==> config.mk <==
export PLATFORM = sky130hd
export DESIGN_NAME = bba_ctrl
export DESIGN_NICKNAME = d
export VERILOG_FILES = /design/src/bba_pkg.sv /design/src/bba_ctrl.sv
export SDC_FILE = /design/constraint.sdc
export NUM_CORES = 1
export LEC_CHECK = 0
export ABC_AREA = 1
export BUFFER_PORTS_ARGS = -buffer_cell sky130_fd_sc_hd__buf_2
export CAP_MARGIN = 40
export CELL_PAD_IN_SITES_DETAIL_PLACEMENT = 2
export CELL_PAD_IN_SITES_GLOBAL_PLACEMENT = 2
export CORE_ASPECT_RATIO = 0.6
export CORE_UTILIZATION = 40
export DETAILED_ROUTE_END_ITERATION = 10
export GPL_ROUTABILITY_DRIVEN = 0
export PLACE_DENSITY_LB_ADDON = 0.1
export SLEW_MARGIN = 10
export SYNTH_ARGS = -nofsm -noshare
export SYNTH_HDL_FRONTEND = slang
export SYNTH_SLANG_ARGS = --single-unit
==> constraint.sdc <==
create_clock -name clk_i -period 5.91 [get_ports clk_i]
set_clock_uncertainty 0.1 [all_clocks]
set_input_delay 1.182 -clock clk_i [delete_from_list [all_inputs] [get_ports clk_i]]
set_output_delay 1.182 -clock clk_i [all_outputs]
set_load 0.1 [all_outputs]
==> src/bba_pkg.sv <==
// shared codes, widths and types for the buddy allocator
package bba_pkg;

  localparam int PoolOrderDef = 10;
  localparam int OrdW         = 4;
  localparam int OpW          = 2;
  localparam int StW          = 3;

  localparam logic [OpW-1:0] OpAlloc  = 2'd0;
  localparam logic [OpW-1:0] OpFree   = 2'd1;
  localparam logic [OpW-1:0] OpResize = 2'd2;

  localparam logic [StW-1:0] StOk       = 3'd0;
  localparam logic [StW-1:0] StNoMem    = 3'd1;
  localparam logic [StW-1:0] StBadOrder = 3'd2;
  localparam logic [StW-1:0] StBadAddr  = 3'd3;
  localparam logic [StW-1:0] StIsFree   = 3'd4;

  typedef struct packed {
    logic mark;
    logic nxt;
    logic prv;
  } mem_we_t;

endpackage

==> src/bba_ctrl.sv <==
// request sequencer with free list heads and tails
module bba_ctrl import bba_pkg::*; #(
  parameter int POOL_ORDER = PoolOrderDef
) (
  input  logic                            clk_i,
  input  logic                            rst_ni,
  input  logic                            start,
  output logic                            busy,
  input  logic [OpW-1:0]                  opcode_i,
  input  logic [POOL_ORDER-1:0]           block_address_i,
  input  logic [OrdW-1:0]                 order_i,
  input  logic [OrdW-1:0]                 new_order_i,
  output logic                            done_o,
  output logic [POOL_ORDER-1:0]           result_address_o,
  output logic [StW-1:0]                  status_o,
  output logic                            moved_o,
  output logic [POOL_ORDER-1:0]           rd_addr_o,
  output mem_we_t                         we_o,
  output logic [POOL_ORDER-1:0]           mark_waddr_o,
  output logic [$clog2(POOL_ORDER+1):0]   mark_wdata_o,
  output logic [POOL_ORDER-1:0]           next_waddr_o,
  output logic [POOL_ORDER:0]             next_wdata_o,
  output logic [POOL_ORDER-1:0]           prev_waddr_o,
  output logic [POOL_ORDER:0]             prev_wdata_o,
  input  logic [$clog2(POOL_ORDER+1):0]   mark_rdata_i,
  input  logic [POOL_ORDER:0]             next_rdata_i,
  input  logic [POOL_ORDER:0]             prev_rdata_i
);

  localparam int AW     = POOL_ORDER;
  localparam int OW     = $clog2(POOL_ORDER + 1);
  localparam int NLists = POOL_ORDER + 1;
  localparam logic [OW-1:0] MaxOrd = OW'(POOL_ORDER);
  localparam logic [AW:0]   Nil    = {1'b1, {AW{1'b0}}};

  localparam int SW = 5;
  localparam logic [SW-1:0] SClr      = 5'd0;
  localparam logic [SW-1:0] SIdle     = 5'd1;
  localparam logic [SW-1:0] SDec      = 5'd2;
  localparam logic [SW-1:0] SChk      = 5'd3;
  localparam logic [SW-1:0] SFind     = 5'd4;
  localparam logic [SW-1:0] SAlFound  = 5'd5;
  localparam logic [SW-1:0] STkStart  = 5'd6;
  localparam logic [SW-1:0] STkMark   = 5'd7;
  localparam logic [SW-1:0] STkLoop   = 5'd8;
  localparam logic [SW-1:0] STkEnd    = 5'd9;
  localparam logic [SW-1:0] SRelCheck = 5'd10;
  localparam logic [SW-1:0] SRelWait  = 5'd11;
  localparam logic [SW-1:0] SRelNext  = 5'd12;
  localparam logic [SW-1:0] SRelPush  = 5'd13;
  localparam logic [SW-1:0] SShLoop   = 5'd14;
  localparam logic [SW-1:0] SGrCheck  = 5'd15;
  localparam logic [SW-1:0] SGrWait   = 5'd16;
  localparam logic [SW-1:0] SGrDecide = 5'd17;
  localparam logic [SW-1:0] SGrFound  = 5'd18;
  localparam logic [SW-1:0] SGrUnl    = 5'd19;
  localparam logic [SW-1:0] SUlRd     = 5'd20;
  localparam logic [SW-1:0] SUlWr     = 5'd21;
  localparam logic [SW-1:0] SPu1      = 5'd22;
  localparam logic [SW-1:0] SPu2      = 5'd23;
  localparam logic [SW-1:0] SDone     = 5'd24;

  logic [SW-1:0]   state_q, state_d, ret_q, ret_d;
  logic [OpW-1:0]  op_q, op_d;
  logic [AW-1:0]   addr_q, addr_d;
  logic [OrdW-1:0] kraw_q, kraw_d, k2raw_q, k2raw_d;
  logic [AW-1:0]   l_q, l_d, b_q, b_d, res_q, res_d;
  logic [OW-1:0]   j_q, j_d, i_q, i_d, fj_q, fj_d, jabs_q, jabs_d;
  logic            found_q, found_d, mv_q, mv_d;
  logic [StW-1:0]  st_q, st_d;
  logic [AW-1:0]   ul_u_q, ul_u_d, pu_u_q, pu_u_d, pu_x_q, pu_x_d;
  logic [OW-1:0]   ul_k_q, ul_k_d, pu_k_q, pu_k_d;
  logic            pu_tail_q, pu_tail_d;
  logic [AW-1:0]   clr_q, clr_d;
  logic [AW:0]     head_q [NLists];
  logic [AW:0]     tail_q [NLists];

  logic            hd_we, tl_we;
  logic [OW-1:0]   hd_idx, tl_idx;
  logic [AW:0]     hd_val, tl_val;

  logic [OW-1:0]   kk, k2k, tk, jm1;
  logic            kbad, k2bad, misal;
  logic [AW:0]     amask;
  logic [AW-1:0]   bw, xl;
  logic            rd_free;
  logic [OW-1:0]   rd_ord;

  assign kk      = OW'(kraw_q);
  assign k2k     = OW'(k2raw_q);
  assign kbad    = 32'(kraw_q) > 32'(POOL_ORDER);
  assign k2bad   = 32'(k2raw_q) > 32'(POOL_ORDER);
  assign amask   = ((AW+1)'(1) << kk) - (AW+1)'(1);
  assign misal   = |(addr_q & amask[AW-1:0]);
  assign tk      = (op_q == OpAlloc) ? kk : k2k;
  assign jm1     = j_q - OW'(1);
  assign rd_free = mark_rdata_i[OW];
  assign rd_ord  = mark_rdata_i[OW-1:0];

  always_comb begin
    state_d = state_q;  ret_d = ret_q;  op_d = op_q;  addr_d = addr_q;
    kraw_d = kraw_q;  k2raw_d = k2raw_q;  l_d = l_q;  b_d = b_q;  res_d = res_q;
    j_d = j_q;  i_d = i_q;  fj_d = fj_q;  jabs_d = jabs_q;  found_d = found_q;
    mv_d = mv_q;  st_d = st_q;  ul_u_d = ul_u_q;  ul_k_d = ul_k_q;
    pu_u_d = pu_u_q;  pu_k_d = pu_k_q;  pu_tail_d = pu_tail_q;  pu_x_d = pu_x_q;
    clr_d = clr_q;
    hd_we = 1'b0;  hd_idx = '0;  hd_val = Nil;
    tl_we = 1'b0;  tl_idx = '0;  tl_val = Nil;
    rd_addr_o = '0;  we_o = '0;
    mark_waddr_o = '0;  mark_wdata_o = '0;
    next_waddr_o = '0;  next_wdata_o = Nil;
    prev_waddr_o = '0;  prev_wdata_o = Nil;
    done_o = 1'b0;
    bw = '0;
    xl = '0;

    unique case (state_q)
      SClr: begin
        we_o.mark    = 1'b1;
        mark_waddr_o = clr_q;
        mark_wdata_o = (clr_q == '0) ? {1'b1, MaxOrd} : '0;
        // unit zero is the lone member of the top list, both links empty
        we_o.nxt     = (clr_q == '0);
        we_o.prv     = (clr_q == '0);
        clr_d        = clr_q + AW'(1);
        if (clr_q == '1) begin
          state_d = SIdle;
        end
      end
      SIdle: begin
        if (start) begin
          op_d    = opcode_i;
          addr_d  = block_address_i;
          kraw_d  = order_i;
          k2raw_d = new_order_i;
          st_d    = StOk;
          res_d   = '0;
          mv_d    = 1'b0;
          state_d = SDec;
        end
      end
      SDec: begin
        unique case (op_q)
          OpAlloc: begin
            if (kbad) begin
              st_d = StBadOrder;  state_d = SDone;
            end else begin
              fj_d = kk;  ret_d = SAlFound;  state_d = SFind;
            end
          end
          OpFree: begin
            if (kbad) begin
              st_d = StBadOrder;  state_d = SDone;
            end else if (misal) begin
              st_d = StBadAddr;  state_d = SDone;
            end else begin
              rd_addr_o = addr_q;  state_d = SChk;
            end
          end
          OpResize: begin
            if (kbad || k2bad) begin
              st_d = StBadOrder;  state_d = SDone;
            end else if (misal) begin
              st_d = StBadAddr;  state_d = SDone;
            end else begin
              rd_addr_o = addr_q;  state_d = SChk;
            end
          end
          default: begin
            st_d = StBadOrder;  state_d = SDone;
          end
        endcase
      end
      SChk: begin
        j_d = kk;
        l_d = addr_q;
        if (rd_free) begin
          st_d = StIsFree;  state_d = SDone;
        end else if (op_q == OpFree) begin
          state_d = SRelCheck;
        end else if (kk >= k2k) begin
          state_d = SShLoop;
        end else begin
          state_d = SGrCheck;
        end
      end
      SFind: begin
        if (!head_q[fj_q][AW]) begin
          found_d = 1'b1;  state_d = ret_q;
        end else if (fj_q == MaxOrd) begin
          found_d = 1'b0;  state_d = ret_q;
        end else begin
          fj_d = fj_q + OW'(1);
        end
      end
      SAlFound: begin
        if (!found_q) begin
          st_d = StNoMem;  state_d = SDone;
        end else begin
          state_d = STkStart;
        end
      end
      STkStart: begin
        l_d     = head_q[fj_q][AW-1:0];
        j_d     = fj_q;
        ul_u_d  = head_q[fj_q][AW-1:0];
        ul_k_d  = fj_q;
        ret_d   = STkMark;
        state_d = SUlRd;
      end
      STkMark: begin
        we_o.mark    = 1'b1;
        mark_waddr_o = l_q;
        mark_wdata_o = {1'b0, tk};
        state_d      = STkLoop;
      end
      STkLoop: begin
        if (j_q > tk) begin
          pu_u_d = l_q + (AW'(1) << jm1);  pu_k_d = jm1;  pu_tail_d = 1'b0;
          j_d = jm1;  ret_d = STkLoop;  state_d = SPu1;
        end else begin
          state_d = STkEnd;
        end
      end
      STkEnd: begin
        res_d = l_q;
        if (op_q == OpAlloc) begin
          state_d = SDone;
        end else begin
          mv_d = 1'b1;  l_d = addr_q;  j_d = jabs_q;  state_d = SRelCheck;
        end
      end
      SRelCheck: begin
        if (j_q < MaxOrd) begin
          bw = l_q ^ (AW'(1) << j_q);
          b_d = bw;  rd_addr_o = bw;  state_d = SRelWait;
        end else begin
          state_d = SRelPush;
        end
      end
      SRelWait: begin
        if (rd_free && rd_ord == j_q) begin
          ul_u_d = b_q;  ul_k_d = j_q;  ret_d = SRelNext;  state_d = SUlRd;
        end else begin
          state_d = SRelPush;
        end
      end
      SRelNext: begin
        if (b_q < l_q) begin
          l_d = b_q;
        end
        j_d = j_q + OW'(1);
        state_d = SRelCheck;
      end
      SRelPush: begin
        pu_u_d = l_q;  pu_k_d = j_q;  pu_tail_d = 1'b0;
        ret_d = SDone;  state_d = SPu1;
      end
      SShLoop: begin
        if (j_q > k2k) begin
          pu_u_d = addr_q + (AW'(1) << jm1);  pu_k_d = jm1;  pu_tail_d = 1'b1;
          j_d = jm1;  ret_d = SShLoop;  state_d = SPu1;
        end else begin
          we_o.mark = 1'b1;  mark_waddr_o = addr_q;  mark_wdata_o = {1'b0, k2k};
          res_d = addr_q;  state_d = SDone;
        end
      end
      SGrCheck: begin
        if (j_q < k2k) begin
          bw = addr_q ^ (AW'(1) << j_q);
          if (bw < addr_q) begin
            state_d = SGrDecide;
          end else begin
            rd_addr_o = bw;  state_d = SGrWait;
          end
        end else begin
          state_d = SGrDecide;
        end
      end
      SGrWait: begin
        if (rd_free && rd_ord == j_q) begin
          j_d = j_q + OW'(1);  state_d = SGrCheck;
        end else begin
          state_d = SGrDecide;
        end
      end
      SGrDecide: begin
        jabs_d = j_q;
        i_d    = kk;
        if (j_q < k2k) begin
          fj_d = k2k;  ret_d = SGrFound;  state_d = SFind;
        end else begin
          state_d = SGrUnl;
        end
      end
      SGrFound: begin
        if (!found_q) begin
          st_d = StNoMem;  state_d = SDone;
        end else begin
          state_d = SGrUnl;
        end
      end
      SGrUnl: begin
        if (i_q < jabs_q) begin
          ul_u_d = addr_q + (AW'(1) << i_q);  ul_k_d = i_q;
          i_d = i_q + OW'(1);  ret_d = SGrUnl;  state_d = SUlRd;
        end else if (jabs_q == k2k) begin
          we_o.mark = 1'b1;  mark_waddr_o = addr_q;  mark_wdata_o = {1'b0, k2k};
          res_d = addr_q;  state_d = SDone;
        end else begin
          state_d = STkStart;
        end
      end
      SUlRd: begin
        rd_addr_o = ul_u_q;
        state_d   = SUlWr;
      end
      SUlWr: begin
        // prev side: next link of predecessor or the list head
        if (!prev_rdata_i[AW]) begin
          we_o.nxt = 1'b1;  next_waddr_o = prev_rdata_i[AW-1:0];
          next_wdata_o = next_rdata_i;
        end else begin
          hd_we = 1'b1;  hd_idx = ul_k_q;  hd_val = next_rdata_i;
        end
        // next side: prev link of successor or the list tail
        if (!next_rdata_i[AW]) begin
          we_o.prv = 1'b1;  prev_waddr_o = next_rdata_i[AW-1:0];
          prev_wdata_o = prev_rdata_i;
        end else begin
          tl_we = 1'b1;  tl_idx = ul_k_q;  tl_val = prev_rdata_i;
        end
        state_d = ret_q;
      end
      SPu1: begin
        we_o.mark = 1'b1;  mark_waddr_o = pu_u_q;  mark_wdata_o = {1'b1, pu_k_q};
        we_o.nxt  = 1'b1;  next_waddr_o = pu_u_q;
        we_o.prv  = 1'b1;  prev_waddr_o = pu_u_q;
        hd_idx = pu_k_q;  tl_idx = pu_k_q;
        if (!pu_tail_q) begin
          next_wdata_o = head_q[pu_k_q];
          prev_wdata_o = Nil;
          hd_we = 1'b1;  hd_val = {1'b0, pu_u_q};
          xl = head_q[pu_k_q][AW-1:0];
          if (!head_q[pu_k_q][AW]) begin
            pu_x_d = xl;  state_d = SPu2;
          end else begin
            tl_we = 1'b1;  tl_val = {1'b0, pu_u_q};  state_d = ret_q;
          end
        end else begin
          prev_wdata_o = tail_q[pu_k_q];
          next_wdata_o = Nil;
          tl_we = 1'b1;  tl_val = {1'b0, pu_u_q};
          xl = tail_q[pu_k_q][AW-1:0];
          if (!tail_q[pu_k_q][AW]) begin
            pu_x_d = xl;  state_d = SPu2;
          end else begin
            hd_we = 1'b1;  hd_val = {1'b0, pu_u_q};  state_d = ret_q;
          end
        end
      end
      SPu2: begin
        if (!pu_tail_q) begin
          we_o.prv = 1'b1;  prev_waddr_o = pu_x_q;  prev_wdata_o = {1'b0, pu_u_q};
        end else begin
          we_o.nxt = 1'b1;  next_waddr_o = pu_x_q;  next_wdata_o = {1'b0, pu_u_q};
        end
        state_d = ret_q;
      end
      SDone: begin
        done_o  = 1'b1;
        state_d = SIdle;
      end
      default: begin
        state_d = SIdle;
      end
    endcase
  end

  always_ff @(posedge clk_i or negedge rst_ni) begin
    if (!rst_ni) begin
      state_q <= SClr;
      ret_q   <= SIdle;
      clr_q   <= '0;
      found_q <= 1'b0;
      for (int n = 0; n < NLists; n++) begin
        head_q[n] <= (n == POOL_ORDER) ? '0 : Nil;
        tail_q[n] <= (n == POOL_ORDER) ? '0 : Nil;
      end
    end else begin
      state_q <= state_d;
      ret_q   <= ret_d;
      clr_q   <= clr_d;
      found_q <= found_d;
      if (hd_we) begin
        head_q[hd_idx] <= hd_val;
      end
      if (tl_we) begin
        tail_q[tl_idx] <= tl_val;
      end
    end
  end

  always_ff @(posedge clk_i) begin
    op_d_reg: begin
      op_q      <= op_d;
      addr_q    <= addr_d;
      kraw_q    <= kraw_d;
      k2raw_q   <= k2raw_d;
      l_q       <= l_d;
      b_q       <= b_d;
      res_q     <= res_d;
      j_q       <= j_d;
      i_q       <= i_d;
      fj_q      <= fj_d;
      jabs_q    <= jabs_d;
      mv_q      <= mv_d;
      st_q      <= st_d;
      ul_u_q    <= ul_u_d;
      ul_k_q    <= ul_k_d;
      pu_u_q    <= pu_u_d;
      pu_k_q    <= pu_k_d;
      pu_tail_q <= pu_tail_d;
      pu_x_q    <= pu_x_d;
    end
  end

  assign busy             = (state_q != SIdle);
  assign result_address_o = res_q;
  assign status_o         = st_q;
  assign moved_o          = mv_q;

endmodule

==> impl_metrics.toml <==
[run_status]
status = "finished clean"

[placed_design]
io_buffers = 135
dp.cells = 3701
dp_slack_ns = 0.880
hpwl_um = 81100

[layout]
syn_to_final_growth_pct = 13.1
layout_common_cells = "nand2_1 (708), nor2_1 (277), o21ai_0 (267)"
seq_area_um2 = 9880
final_common_cell = "nand2_1"
nFillCells = 6393
multi_input_area_um2 = 11000
final_nets = 3110
diodes = 0
final_cells = 3779
reg_top3 = "head_q: 121 flops, tail_q: 121 flops"
drive_gt1_share_pct = 12.3

[routing]
ant_nets = 0
first_iter_violations = 2523
drc = 0
vias = 23700
routedWlPerCell_um = 29.6
drtPass1Iterations = 5
avgViaCountPerCell = 6.26
wirelength_um = 112000

[logic_synthesis]
synth-main-ff-cell = "dfrtp_1"
avgSynthCellArea_um2 = 7.78
synthCells = 2902
synth.cell_area_um2 = 22600
synth_nets = 3024
netlist-cell-type-count = 58
yosys_warnings = 0
synth_seq_area_share_pct = 43.7
ys_seq_elements = 372
synth-edff-count = 109
async_flop_share_pct = 70.7

[pwr]
vdd_drop_max_mv = 0.264
power.density_nw_per_um2 = 393
p_leak_nw = 11.5
p_total_mw = 10.0

[sta]
timing_hold_violations_final = 0
hold_ws_ns = 0.368
max_slew_margin_pct = 29.3
final.setup.worst_slack_ns = 0.0986
fmax_mhz = 172
maxSlewViolCount = 0
worstMarginPinSlew_ns = 1.06
rsz0062_at_grt = "false"
setup_viol = 0
tns_ns = 0
post-route-min-period_ns = 5.81
period_share_pct = 98.3

[clock_network]
cts_resized = 0
numClockSinks = 372
cts_hold_buf = 0
insertion_delay_ns = 0.58
clockBufferDepth = 3
htree_levels = 2
clk_root_buffer_cell = "clkbuf_16"
cts_inserted_buffers = 41
cts_tree = "done"
clk_pin_slew_worst_paths_ns = 0.07
cts_setup_buffers = 0

[die]
die_w_um = 309
ioPinCount = 136
coreArea_um2 = 55800
row_count = 67
dieArea_um2 = 57500
start_util_pct = 40.5
die_h_um = 186

[worst_setup_path]
critPathRequiredTime_ns = 4.63
cp-end-kind = "output port"
worstPathMaxFanout = 10
crit_slowest_cell = "edfxtp_1"
critPathMaxStageDelay_ns = 0.54
crit_type = "reg2out"
worstPathArrival_ns = 4.53
worst-r2r-setup-slack_ns = 1.59
crit_chain = "inv_1 -> ha_1 -> inv_1 -> nor3_1 -> ha_1 -> nand2_1 -> nand3_1 -> nor2_1 -> nand4_1 -> o2111ai_1 -> nand2_1 -> inv_1 -> nand3_1 -> nand3_1 -> buf_2"
startpoint_type = "register"

[global_route]
grt_max_degree = 122
grtUsageTotal_pct = 38.6
grt_pass1_vias = 24600
gr-total-overflow = 0
grt_pass1_wl_um = 163000
antenna_found_initial = 3

[worst_hold_path]
hold_class = "reg2reg"

[job]
maxCapViolations = 0
## synth_stat cells, types with 44 or more instances
cell / count / area (um^2)
inv_1: 233 / 875
dfrtp_1: 242 / 6060
o211ai_1: 63 / 473
a22oi_1: 44 / 330
ha_1: 70 / 876
nand2_1: 708 / 2660
nor2_1: 278 / 1040
o21ai_1: 194 / 971
edfxtp_1: 109 / 3270
nand3_1: 114 / 571
o21ai_0: 267 / 1340
clkbuf_1: 91 / 342
a21oi_1: 64 / 320
## report_power, final
group / switching, mW / internal, mW / leakage, nW / total (mW)
combinational: 3.06 / 0.898 / 6.26 / 3.95
sequential: 0.294 / 2.99 / 4.59 / 3.29
clock: 1.22 / 1.56 / 0.695 / 2.79
## per-stage QoR
stage | instance area [um^2] | util, %
3_5_place_dp | 24100 | 43.2
4_1_cts | 25500 | 45.7
3_3_place_gp | 23900 | 42.9
5_1_grt | 25500 | 45.7
2_1_floorplan | 22600 | -
6_report | 25500 | 45.7
## critical path: cells and delay by family, from the launching register on
| family | cells | cell delay (ns) |
|---|---|---|
| AND/OR/NAND/NOR | 8 | 1.43 |
| buffers and inverters | 4 | 1.24 |
| adder cells (fa/ha/maj) | 2 | 0.61 |
| flip-flops | 1 | 0.54 |
| AO/OA/AOI/OAI | 1 | 0.11 |
## area by class of cell
class	instances	share of cell area, %
multi-input cells	2106	43.0
flip-flops and latches	372	38.7
repair buffers	204	5.26
clock buffers	55	4.70
inverters	263	3.91
well taps	759	3.72
clock inverters	20	0.725
## final timing paths
check                                      from                 endpoint  depth (start not counted)
hold reg to reg            clr_q[4]$_DFFE_PN0N_     clr_q[4]$_DFFE_PN0N_                          1
min in group asynchronous                rst_ni  tail_q[108]$_DFFE_PN0P_                          1
setup reg to reg               j_q[3]$_DFFE_PP_      pu_u_q[8]$_DFFE_PP_                         17
hold / removal             clr_q[4]$_DFFE_PN0N_     clr_q[4]$_DFFE_PN0N_                          1
setup / recovery               j_q[0]$_DFFE_PP_             rd_addr_o[6]                         15
max in group asynchronous                rst_ni   tail_q[92]$_DFFE_PN0P_                          2
## layer usage
metal / GRT usage (%) / wire length [um] / vias to the layer above
met3: 10.0 / 11700 / 216
met2: 55.4 / 45700 / 1137
met1: 56.2 / 50900 / 12300
met4: 12.5 / 3590 / 2
met5: 0 / 12 / -
li1: - / - / 10100
## kinds of logic after synthesis
group / Yosys count / share of synthesized area, %
AND/OR/NAND/NOR: 1208 / 22.1
buffers and inverters: 424 / 7.70
adder cells (fa/ha/maj): 72 / 4.05
AO/OA/AOI/OAI: 789 / 21.0
XOR/XNOR: 36 / 1.40
multiplexers: 1 / 0.0443
flip-flops: 372 / 43.7
Note: power is estimated with default switching activity, not from simulation.
